**src/pwbc_pkg.sv**
```systemverilog
`default_nettype none

package pwbc_pkg;

    // One input word: field order follows the channel definition, first field in the MSBs.
    typedef struct packed {
        logic        operation;
        logic [7:0]  pixel_x;
        logic [7:0]  pixel_y;
        logic [14:0] color_bgr555;
        logic [2:0]  layer_index;
        logic [5:0]  window_mask;
        logic [4:0]  brightness_coeff;
        logic        force_alpha;
    } in_item_t;

    typedef struct packed {
        logic [23:0] rgb_out;
        logic [2:0]  layer_out;
        logic        written;
    } out_item_t;

    // One frame store entry. A cleared entry is all zero and therefore not valid.
    typedef struct packed {
        logic        valid;
        logic [2:0]  layer;
        logic [23:0] color;
    } entry_t;

    typedef enum logic [1:0] {
        FX_NONE     = 2'd0,
        FX_ALPHA    = 2'd1,
        FX_BRIGHTEN = 2'd2,
        FX_DARKEN   = 2'd3
    } effect_t;

    // Effect settings as seen by the pixel datapath; alphas are already saturated at 16.
    typedef struct packed {
        effect_t    effect;
        logic [5:0] source_targets;
        logic [5:0] dest_targets;
        logic [4:0] alpha_top;
        logic [4:0] alpha_bottom;
    } fx_cfg_t;

    localparam logic OP_WRITE = 1'b0;
    localparam logic OP_READ  = 1'b1;

    localparam logic [2:0] REG_BLEND_EFFECT   = 3'd0;
    localparam logic [2:0] REG_SOURCE_TARGETS = 3'd1;
    localparam logic [2:0] REG_DEST_TARGETS   = 3'd2;
    localparam logic [2:0] REG_ALPHA_TOP      = 3'd3;
    localparam logic [2:0] REG_ALPHA_BOTTOM   = 3'd4;

    localparam logic [2:0] BACKDROP_LAYER = 3'd5;
    localparam int         EFFECTS_BIT    = 5;
    localparam logic [4:0] COEFF_MAX      = 5'd16;

    // floor(c * 255 / 31) for every 5-bit channel value.
    localparam logic [7:0] EXPAND5 [32] = '{
        8'd0,   8'd8,   8'd16,  8'd24,  8'd32,  8'd41,  8'd49,  8'd57,
        8'd65,  8'd74,  8'd82,  8'd90,  8'd98,  8'd106, 8'd115, 8'd123,
        8'd131, 8'd139, 8'd148, 8'd156, 8'd164, 8'd172, 8'd180, 8'd189,
        8'd197, 8'd205, 8'd213, 8'd222, 8'd230, 8'd238, 8'd246, 8'd255
    };

    // Bit of a per-layer mask; layers six and seven have no bit and read as zero.
    function automatic logic layer_hit(logic [5:0] mask, logic [2:0] layer);
        logic [7:0] ext;
        ext = {2'b00, mask};
        return ext[layer];
    endfunction

    function automatic logic [4:0] sat16(logic [4:0] v);
        return (v > COEFF_MAX) ? COEFF_MAX : v;
    endfunction

    function automatic logic [23:0] expand555(logic [14:0] c);
        return {EXPAND5[c[14:10]], EXPAND5[c[9:5]], EXPAND5[c[4:0]]};
    endfunction

endpackage

`default_nettype wire

```
**src/pwbc_effect.sv**
```systemverilog
`default_nettype none

// Window test and color effect for one pixel against the entry stored below it.
module pwbc_effect
    import pwbc_pkg::*;
(
    input  var fx_cfg_t     cfg,
    input  wire logic [23:0] color,
    input  wire logic [2:0]  layer,
    input  wire logic [5:0]  mask,
    input  wire logic [4:0]  evy,
    input  wire logic        force_alpha,
    input  var entry_t      below,
    output logic            visible,
    output logic [23:0]     color_out
);

    logic forced;
    logic is_source;
    logic apply;
    logic below_dest;

    assign visible    = (layer == BACKDROP_LAYER) || layer_hit(mask, layer);
    assign forced     = force_alpha && (cfg.effect == FX_ALPHA);
    assign is_source  = layer_hit(cfg.source_targets, layer) || forced;
    assign apply      = (mask[EFFECTS_BIT] || forced) && is_source && (cfg.effect != FX_NONE);
    assign below_dest = below.valid && layer_hit(cfg.dest_targets, below.layer);

    always_comb begin
        logic [7:0]  x;
        logic [7:0]  b;
        logic [12:0] prod_up;
        logic [12:0] prod_dn;
        logic [13:0] mix;
        logic [9:0]  mix_sh;
        logic [7:0]  res;
        color_out = color;
        for (int i = 0; i < 3; i++) begin
            x       = color[8*i +: 8];
            b       = below.color[8*i +: 8];
            prod_up = {5'b0, ~x} * {8'b0, evy};
            prod_dn = {5'b0, x} * {8'b0, evy};
            mix     = {6'b0, x} * {9'b0, cfg.alpha_top} + {6'b0, b} * {9'b0, cfg.alpha_bottom};
            mix_sh  = mix[13:4];
            res     = x;
            if (apply) begin
                case (cfg.effect)
                    FX_BRIGHTEN: res = x + prod_up[11:4];
                    FX_DARKEN:   res = x - prod_dn[11:4];
                    FX_ALPHA: begin
                        if (below_dest) begin
                            res = (|mix_sh[9:8]) ? 8'hFF : mix_sh[7:0];
                        end
                    end
                    default:     res = x;
                endcase
            end
            color_out[8*i +: 8] = res;
        end
    end

endmodule

`default_nettype wire

```
**config.mk**
```make
export PLATFORM = sky130hd
export DESIGN_NAME = pwbc_effect
export DESIGN_NICKNAME = d
export VERILOG_FILES = /design/src/pwbc_pkg.sv /design/src/pwbc_effect.sv
export SDC_FILE = /design/constraint.sdc
export NUM_CORES = 1
export LEC_CHECK = 0
export BUFFER_PORTS_ARGS = -buffer_cell sky130_fd_sc_hd__buf_2
export CAP_MARGIN = 20
export CORE_UTILIZATION = 50
export DETAILED_ROUTE_END_ITERATION = 10
export PLACE_DENSITY_LB_ADDON = 0.1
export SETUP_SLACK_MARGIN = 0.4
export SYNTH_ARGS = -nofsm -noshare
export SYNTH_HDL_FRONTEND = slang
export SYNTH_SLANG_ARGS = --single-unit
```
**constraint.sdc**
```tcl
create_clock -name vclk -period 19.05
set_clock_uncertainty 0.2 [all_clocks]
set_input_delay 0.9525 -clock vclk [all_inputs]
set_output_delay 0.9525 -clock vclk [all_outputs]
set_load 0.01 [all_outputs]
```
Word level (Yosys, flattened, before mapping):

Index checks and enable logic that the tools add are counted.
W data, S select, Z words.

* register bits after elaboration: 0
* bits in latches: 0
* memory bits (writable): 0
* memory bits (read-only): 0
* input port bits: 91
* output and inout port bits: 25
* word-level logic and storage cells: 59
* memories kept: 0

* $add $sub $neg: 9
* multiply operators: 12
* divide/modulo/power cells: 0
* magnitude comparators: 2
* eq/ne operators: 4
* shift-type cells: 0
* muxes and demuxes: 18
* bitwise operators: 3
* reductions and logical operators: 11

Operators by type and width (count)
* $mul A8 B5 Y13: 6
* $mul A8 B5 Y12: 6
* $mux W8: 9
* $pmux W8 S3: 3
* $add A13 B13 Y14: 3
* $add A8 B8 Y8: 3
* $not A8 Y8: 3
* $sub A8 B8 Y8: 3
* $bmux W1 S3: 3
* $lt A3 B4 Y1 const B: 2
* $reduce_or A2 Y1: 3
* $eq A2 B2 Y1 const B: 2
* $logic_and A1 B1 Y1: 4
* $eq A3 B3 Y1 const B: 1
* $logic_or A1 B1 Y1: 3
* $mux W1: 3
* $eq A2 B1 Y1 const B: 1
* $reduce_bool A2 Y1: 1

Longest topological paths before layout:

Gate-level depths: netlist of the first run.

* depth after elaboration: 7
* depth in mapped cells: 29

Worst setup path after synthesis of the first run:

OpenSTA, ideal clock, no wires.

* path type: input to output
* start point: in evy[4]
* end point: out color_out[15]
* arrival: 7015 ps
* required time: 17897 ps
* setup slack: 10882 ps
* stages on the path: 26
* path buffers: 3
* cells stage by stage: clkbuf_1 > clkbuf_1 > clkbuf_1 > nand2_1 > fa_1 > fa_1 > fa_1 > inv_1 > ha_1 > and2_1 > a311o_1 > a2111oi_1 > nor2_1 > a21oi_1 > a21oi_1 > nor3_1 > xor2_1 > a21oi_1 > ha_1 > nand2_1 > a21oi_1 > or2_2 > xnor2_1 > mux2i_4 > o21a_1 > o211ai_2

* word-level cells in the longest chain between the ends: 4
* elaborated cells between the ends (all ways): 6
* classes of those cells: 2 x add/sub; 2 x mul; 2 x mux

Ends and longest elaborated chain
* from (decl): RTL line pwbc_effect.sv:11 `input wire logic [4:0] evy,`
* $mul A8 B5 Y12 (on tied branches): RTL line pwbc_effect.sv:42, pwbc_effect.sv:41
* $sub A8 B8 Y8 or $add A8 B8 Y8 (tied branches): RTL line pwbc_effect.sv:49, pwbc_effect.sv:48
* $pmux W8 S3 *: RTL line pwbc_effect.sv:47 `case (cfg.effect)`
* $mux W8 *: RTL line pwbc_effect.sv:46 `if (apply) begin`
* to (decl): RTL line pwbc_effect.sv:15 `output logic [23:0] color_out`

Every way passes the cells marked *; elsewhere a longest branch is shown, timed or not.

Worst setup path in the final report of the first run:

* start point: in evy[3]
* end point: out color_out[15]

Same word-level chain as after synthesis.

==> results of run 1 <==
-- final timing paths --
kind	end	cells past startpoint
worst max-delay path	color_out[15]	25
worst min-delay path	visible	3
-- layout by cell type (no fill, tap or decap), types with 10 or more instances in the layout --
master / netlist / routed
nor2b_1: 86 / 86
xor2_1: 31 / 31
fa_1: 261 / 261
o21ai_0: 37 / 37
nor3_1: 28 / 28
nand4_1: 11 / 11
buf_2: 2 / 116
ha_1: 231 / 231
a21o_1: 21 / 21
nand2_1: 219 / 219
inv_1: 321 / 321
buf_4: 0 / 10
xnor2_1: 69 / 69
a21oi_1: 74 / 73
nand2b_1: 50 / 50
a31oi_1: 18 / 18
o221ai_1: 15 / 15
nor2_1: 88 / 88
o21a_1: 15 / 15
and2_1: 203 / 203
nand3_1: 18 / 18
-- cell families (layout without fill, tap and decap cells) --
logic type,after synthesis,after routing,synth area share (%)
buf+inv,414,447,9.56
fa+ha+maj,492,492,49.6
mux,15,15,1.25
compound gates,240,240,9.83
xor+xnor,100,100,5.35
simple gates,758,758,24.4
-- metal layers --
| metal | global-route usage (%) | vias up |
|---|---|---|
| li1 | - | 6491 |
| met1 | 31.4 | 6674 |
| met2 | 45.8 | 223 |
| met3 | 1.43 | 38 |
| met4 | 3.73 | 0 |
| met5 | 0 | - |
-- stage by stage --
stage	power, mW	hold slack [ps]
after floorplan	1.26	1840
after global placement	1.57	2060
after detailed placement	1.60	2060
after CTS	1.61	2060
after global routing	1.83	2090
final	1.59	2060
-- layout make-up --
class	count	area (µm²)	area share, %
Multi-Input combinational cell	1605	14800	86.0
Inverter	321	1200	7.00
Timing Repair Buffer	126	656	3.81
Tap cell	435	544	3.16
-- report_power, final --
part	leakage [nW]	internal (mW)	switching [mW]	total, mW
sequential	0	0	0	0
clock	0	0	0	0
combinational	8.89	0.720	0.870	1.59
total	8.89	0.720	0.870	1.59
==> metrics.yaml, run 1 <==
grt_usage_pct: 24.4
dpl_worst_slack_ps: 10380
start_util_pct: 51.3
rows: 65
finalSetupViolations: 0
worst_slack_ps: 10370
rsz0062_at_grt: "no"
drc: 0
vias: 13426
fin_util_pct: 54.0
synth_top_area_share_pct: 31.9
syn_to_final_growth_pct: 5.16
cts_resized: 0
synth.most_common_cell: "inv_1"
via_per_inst: 5.40
antenna_found_initial: 0
place_hpwl_um: 31800
leakage_nw: 8.89
critPathCaptureType: "output pin"
num_antenna_cells: 0
fillerInstances: 3175
finalNonFillerCells: 2487
first_global_vias: 13915
hold_path.class: "in2out"
core_area_um2: 31900
die_area_um2: 33500
placed_cell_area_um2: 17200
setup_tns_ps: 0
worstMarginPinSlew_ps: 858
max-vdd-ir-drop_mv: 0.112
synth_common_cells: "inv_1, fa_1, ha_1"
met1Wirelength_um: 16800
seqCellArea_um2: 0
finalCritPeriodShare_pct: 45.6
ys_top_cells_by_area: "fa_1, ha_1, and2_1"
slowest_delay_ps: 610
worstHoldStart: "layer[2]"
cp-start-kind: "input pin"
route.met2.wl_um: 20200
clock_buffers: 0
drtAntennaViolNets: 0
design.seq.count: 0
crit_path_frequent_cell: "a21oi_1"
synth_cell_types: 78
slew_headroom_pct: 42.8
ioPinCount: 116
cpMaxStageDelayCell: "buf_2"
wl_met3_um: 1240
drv_cap: 0
powerDensity_nw_per_um2: 92.4
drtIter0Drc: 561
die_x_um: 183
hold_viol_final: 0
crit_start: "evy[3]"
drive_above_1_share_pct: 7.55
synth_area_um2: 16400
worstPathMaxFanout: 48
crit_family: "adder cells"
dr.pass1.iters: 5
synth_top_cell_by_area: "fa_1"
seq_area_frac_synth_pct: 0
holdBufCountCts: 0
post_cts_buffers: 0
grt_pass1_wl_um: 67200
ys_warn_count: 0
crit_type: "in2out"
status: "finished clean"
arrival_ps: 7530
syn_nets: 2602
placedCellCount: 2487
fin_area_um2: 17200
die_h_um: 183
syn_area_per_cell_um2: 8.10
fin_nets: 2637
totalWireLength_um: 38800
place.port_buffers: 116
top_layer: "met4"
cp.required_ps: 17900
routabilityCongestion: 0.822
wl_per_cell_um: 15.6
grt_max_degree: 49
slew_violations: 0
overflow: 0
max_freq_ghz: 0.115
syn_inst: 2019
cp_num_buf_inv: 3
fin_crit_ps: 8680
Note: power is estimated with default switching activity, not from simulation.
==> run 2: changes to the inputs <==
clock period = 7.1 ns   (was 19.05 ns; I/O delays follow)
==> run 2 against run 1 <==
Effect of this change:
- first-iteration DRC count shrank 2.7%
- critical path depth shrank 1
- critical endpoint unchanged
- routed wire length grew 8.2%
- cell area grew 4.1%
- highest routed layer unchanged
- largest cell class unchanged
- utilization grew 2.2 points
- critical path type unchanged
- via count grew 2.8%
- sequential cell count is the same
- hold slack lost 1200 ps
==> metrics.yaml, run 2 (synthesis gave the netlist of run 1 again) <==
grt_pass1_wl_um: 70300  # +4.6%
first_global_vias: 14379  # +3.3%
worstMarginPinSlew_ps: 604  # -254 ps
wl_per_cell_um: 16.6  # +6.4%
pwr-share-seq_pct: 0  # unchanged
seqCellArea_um2: 0  # unchanged
power_mw: 4.54  # +190%
core_area_um2: 31900  # unchanged
combPwrFrac_pct: 100.0  # about the same
finalSetupViolations: 0  # unchanged
p_int_mw: 2.07  # +190%
grt_usage_pct: 25.9  # +1.5 points
powerDensity_nw_per_um2: 254  # +170%
die_area_um2: 33500  # unchanged
dr.pass1.iters: 5  # unchanged
clock_buffers: 0  # unchanged
arrival_ps: 5930  # -1600 ps
drtAntennaViolNets: 0  # unchanged
fillerInstances: 3139  # -1.1%
worstHoldStart: "layer[2]"
cp.required_ps: 6550  # -11,350 ps
grt_max_degree: 34  # -31%
num_antenna_cells: 0  # unchanged
layout_common_cells: "inv_1, fa_1, ha_1"
antenna_found_initial: 0  # unchanged
dpl_worst_slack_ps: 282  # -10,090 ps
hold_depth: 3  # unchanged
cp-start-kind: "input pin"
holdBufCountCts: 0  # unchanged
switching_share_pct: 54.4  # -0.31 points
p_switching_mw: 2.47  # +180%
drtIter0Drc: 546  # -2.7%
status: "finished clean"
hold_ws_ps: 867  # -1190 ps
clkPwrFrac_pct: 0  # unchanged
start_util_pct: 51.3  # unchanged
placedCellCount: 2524  # +1.5%
fin_nets: 2680  # +1.6%
drive_above_1_share_pct: 11.7  # +4.2 points
rows: 65  # unchanged
setup_tns_ps: 0  # unchanged
die_h_um: 183  # unchanged
worstPathMaxFanout: 5  # -90%
multi_input_area_um2: 15100  # +1.9%
hold_path.class: "in2out"
via_per_inst: 5.45  # +1.0%
hold_end: "visible"
slew_headroom_pct: 59.4  # +17 points
fin_area_um2: 17900  # +4.1%
hold_viol_final: 0  # unchanged
fin_util_pct: 56.2  # +2.2 points
finalCritPeriodShare_pct: 91.3
design.seq.count: 0  # unchanged
drv_cap: 0  # unchanged
crit_type: "in2out"
max_freq_ghz: 0.154
finalNonFillerCells: 2530  # +1.7%
drc: 0  # unchanged
max-vdd-ir-drop_mv: 0.253  # +130%
place.port_buffers: 116  # unchanged
rsz0062_at_grt: "yes"
overflow: 0  # unchanged
totalWireLength_um: 42000  # +8.2%
worst_slack_ps: 618  # -9750 ps
layout_commonest_cell: "inv_1"
vias: 13801  # +2.8%
critPathCaptureType: "output pin"
syn_to_final_growth_pct: 9.50
die_x_um: 183  # unchanged
fin_crit_ps: 6480
placed_cell_area_um2: 17500  # +1.7%
place_hpwl_um: 34800  # +9.5%
slew_violations: 0  # unchanged
routabilityCongestion: 0.865  # +5.3%
ioPinCount: 116  # unchanged
leakage_nw: 9.19  # +3.4%
-- run 2: cell types whose count changed in the layout (fill, tap and decap cells not counted), moves of 6 or more --
cell,previous run,this run
buf_2,116,104
buf_4,10,47
buf_6,0,9
ha_1,231,225
-- run 2: worst max path at each step --
stage / cells past startpoint / from / end
finish: 24 / color[10] / color_out[15]
global route: 26 / evy[4] / color_out[22]
CTS: 27 / evy[3] / color_out[15]
detailed placement: 27 / evy[2] / color_out[15]
global placement: 25 / evy[2] / color_out[15]
floorplan: 25 / evy[4] / color_out[15]
-- run 2: timing repair --
item,in CTS,in global routing
gates resized for setup,6,91
setup endpoints to repair,4,24
setup buffers,0,6
pin swaps,0,20
-- run 2: layer usage --
metal	global-route usage, %	wire length (µm)	vias to the layer above
li1	-	-	6581
met5	0	0	-
met4	8.13	1660	0
met1	32.6	18000	6855
met2	47.8	20900	287
met3	1.15	1500	78
-- run 2: cell type report --
type | count | area share, %
multi-input cells | 1605 | 84.2
inverters | 321 | 6.72
repair buffers | 169 | 6.07
well taps | 435 | 3.04
-- run 2: worst max-delay path, stage by stage --
cell	delay, ps
buf_2	110
nand2b_1	160
fa_1	560
fa_1	420
fa_1	490
inv_1	60
ha_4	220
and2_1	160
a311o_2	380
a2111o_1	430
a2111oi_4	400
nor3_2	100
nor2_1	130
xnor2_1	130
nor2_1	60
a21oi_1	140
ha_1	280
a21o_1	190
or2_4	290
xnor2_4	140
mux2i_4	210
o21a_1	180
o211ai_2	170
buf_2	160
-- run 2: power groups by stage --
stage / registers (mW) / logic (mW) / clock network, mW
after floorplan: 0 / 3.38 / 0
after global placement: 0 / 4.27 / 0
after detailed placement: 0 / 4.35 / 0
after CTS: 0 / 4.40 / 0
after global routing: 0 / 5.18 / 0
final: 0 / 4.54 / 0
==> run 3: changes to the inputs <==
RECOVER_POWER = 50   (was unset)
==> run 3 against run 2 <==
Effect of this change:
- hold slack unchanged
- count of clock-buffer cells in the layout unchanged
- maximum frequency decreased by 1.9%
- first-iteration DRC count decreased by 6.2%
- setup slack got worse by 120 ps
- utilization about the same
- routed wire length about the same
- die area unchanged
- non-clock buffer count unchanged
- sequential share of layout area unchanged
- global-route usage unchanged
- critical path type unchanged
- critical endpoint is now color_out[10]
- largest power group unchanged
- highest routed layer unchanged
==> metrics.yaml, run 3 (synthesis gave the netlist of run 1 again) <==
layout_commonest_cell: "inv_1"
finalCritPeriodShare_pct: 93.0  # +1.7 points
die_x_um: 183  # unchanged
worstPathMaxFanout: 16  # +11
switching_share_pct: 54.4  # about the same
hold_viol_final: 0  # unchanged
leakage_nw: 9.19  # about the same
cp-start-kind: "input pin"
crit_family: "adder cells"
core_area_um2: 31900  # unchanged
slew_violations: 0  # unchanged
rsz0062_at_grt: "yes"
crit_type: "in2out"
ioPinCount: 116  # unchanged
via_per_inst: 5.46  # about the same
totalWireLength_um: 42000  # about the same
layout_common_cells: "inv_1, fa_1, ha_1"
wl_per_cell_um: 16.6  # about the same
overflow: 0  # unchanged
combPwrFrac_pct: 100.0  # about the same
design.seq.count: 0  # unchanged
max_freq_ghz: 0.151  # -1.9%
drive_above_1_share_pct: 11.6  # -0.095 points
slowest_delay_ps: 520  # -40 ps
fillerInstances: 3142  # +0.096%
fin_crit_ps: 6610  # +124 ps
routabilityCongestion: 0.865  # unchanged
holdBufCountCts: 0  # unchanged
place_hpwl_um: 34800  # unchanged
place.port_buffers: 116  # unchanged
clock_buffers: 0  # unchanged
cp.required_ps: 6550  # about the same
clkPwrFrac_pct: 0  # unchanged
grt_max_degree: 34  # unchanged
drc: 0  # unchanged
cpMaxStageDelayCell: "fa_1"
critPathCaptureType: "output pin"
pwr-share-seq_pct: 0  # unchanged
drv_cap: 0  # unchanged
die_h_um: 183  # unchanged
vias: 13809  # +0.058%
grt_usage_pct: 25.9  # unchanged
drtIter0Drc: 512  # -6.2%
arrival_ps: 6050  # +120 ps
max-vdd-ir-drop_mv: 0.253  # about the same
status: "finished clean"
syn_to_final_growth_pct: 9.45  # about the same
num_antenna_cells: 0  # unchanged
cp_num_buf_inv: 6  # +3
crit_path_frequent_cell: "fa_1"
p_switching_mw: 2.47  # -0.13%
grt_pass1_wl_um: 70300  # unchanged
fin_util_pct: 56.2  # about the same
hold_path.class: "in2out"
seqCellArea_um2: 0  # unchanged
first_global_vias: 14379  # unchanged
antenna_found_initial: 0  # unchanged
rows: 65  # unchanged
p_int_mw: 2.07  # about the same
setup_tns_ps: 0  # unchanged
worstPathCellList: "clkbuf_2 > nand2_1 > fa_1 > inv_1 > fa_1 > fa_1 > fa_1 > inv_1 > fa_1 > inv_1 > ha_1 > nand4_1 > o2111a_2 > a211oi_1 > nand3_2 > a31oi_4 > a21oi_1 > o21a_1 > o21ai_2 > buf_4 > o21ai_1 > a31oi_1 > buf_4"
dr.pass1.iters: 5  # unchanged
start_util_pct: 51.3  # unchanged
finalSetupViolations: 0  # unchanged
die_area_um2: 33500  # unchanged
drtAntennaViolNets: 0  # unchanged
powerDensity_nw_per_um2: 253  # about the same
slew_headroom_pct: 58.7  # -0.77 points
fin_nets: 2680  # unchanged
worstMarginPinSlew_ps: 618  # +13.6 ps
-- run 3: cell count changes in the layout (fill, tap and decap cells not counted), sizes merged --
cell / before / now
buf: 164 / 162
clkbuf: 5 / 7
-- run 3: area by class of cell --
| type | count | area [µm²] | area share (%) |
|---|---|---|---|
| multi-input combinational | 1605 | 15100 | 84.2 |
| inverter | 321 | 1200 | 6.73 |
| timing repair buffer | 169 | 1080 | 6.05 |
| tap | 435 | 544 | 3.04 |
-- run 3: final timing paths --
path	startpoint	endpoint	slack, ps	cells past startpoint
max	cfg[8]	color_out[10]	490	23
min	layer[2]	visible	870	3
-- run 3: what timing repair did --
item,in CTS,in global routing
pin swaps,0,20
endpoints found under the hold margin,0,0
cloned,0,0
resized for setup,6,91
setup endpoints to repair,4,24
buffers inserted,0,6
-- run 3: power by group through the flow --
stage                     Clock, mW  Combinational [mW]  Sequential [mW]
after floorplan                   0                3.38                0
after global routing              0                5.17                0
after detailed placement          0                4.35                0
after CTS                         0                4.40                0
final                             0                4.54                0
after global placement            0                4.27                0
-- run 3: metal layers --
layer / routed length, µm / up-vias / part of all wire (%) / GRT usage (%)
met4: 1610 / 0 / 3.8 / 8.13
met3: 1430 / 74 / 3.4 / 1.15
li1: - / 6577 / - / -
met1: 18000 / 6866 / 43 / 32.6
met5: 0 / - / 0 / 0
met2: 20900 / 292 / 50 / 47.8
-- run 3: through the flow --
step	worst slack, ps	instance area [µm²]	cells	total power, mW	hold slack [ps]
after floorplan	493	16400	2019	3.38	647
after global placement	398	17500	2524	4.27	862
after detailed placement	282	17500	2524	4.35	864
after CTS	385	17500	2524	4.40	866
after global routing	150	17900	2530	5.17	894
final	494	17900	2530	4.54	867
-- run 3: worst min-delay path: stages --
cell and delay [ps]:
buf_2 100, mux2_2 140, buf_2 120
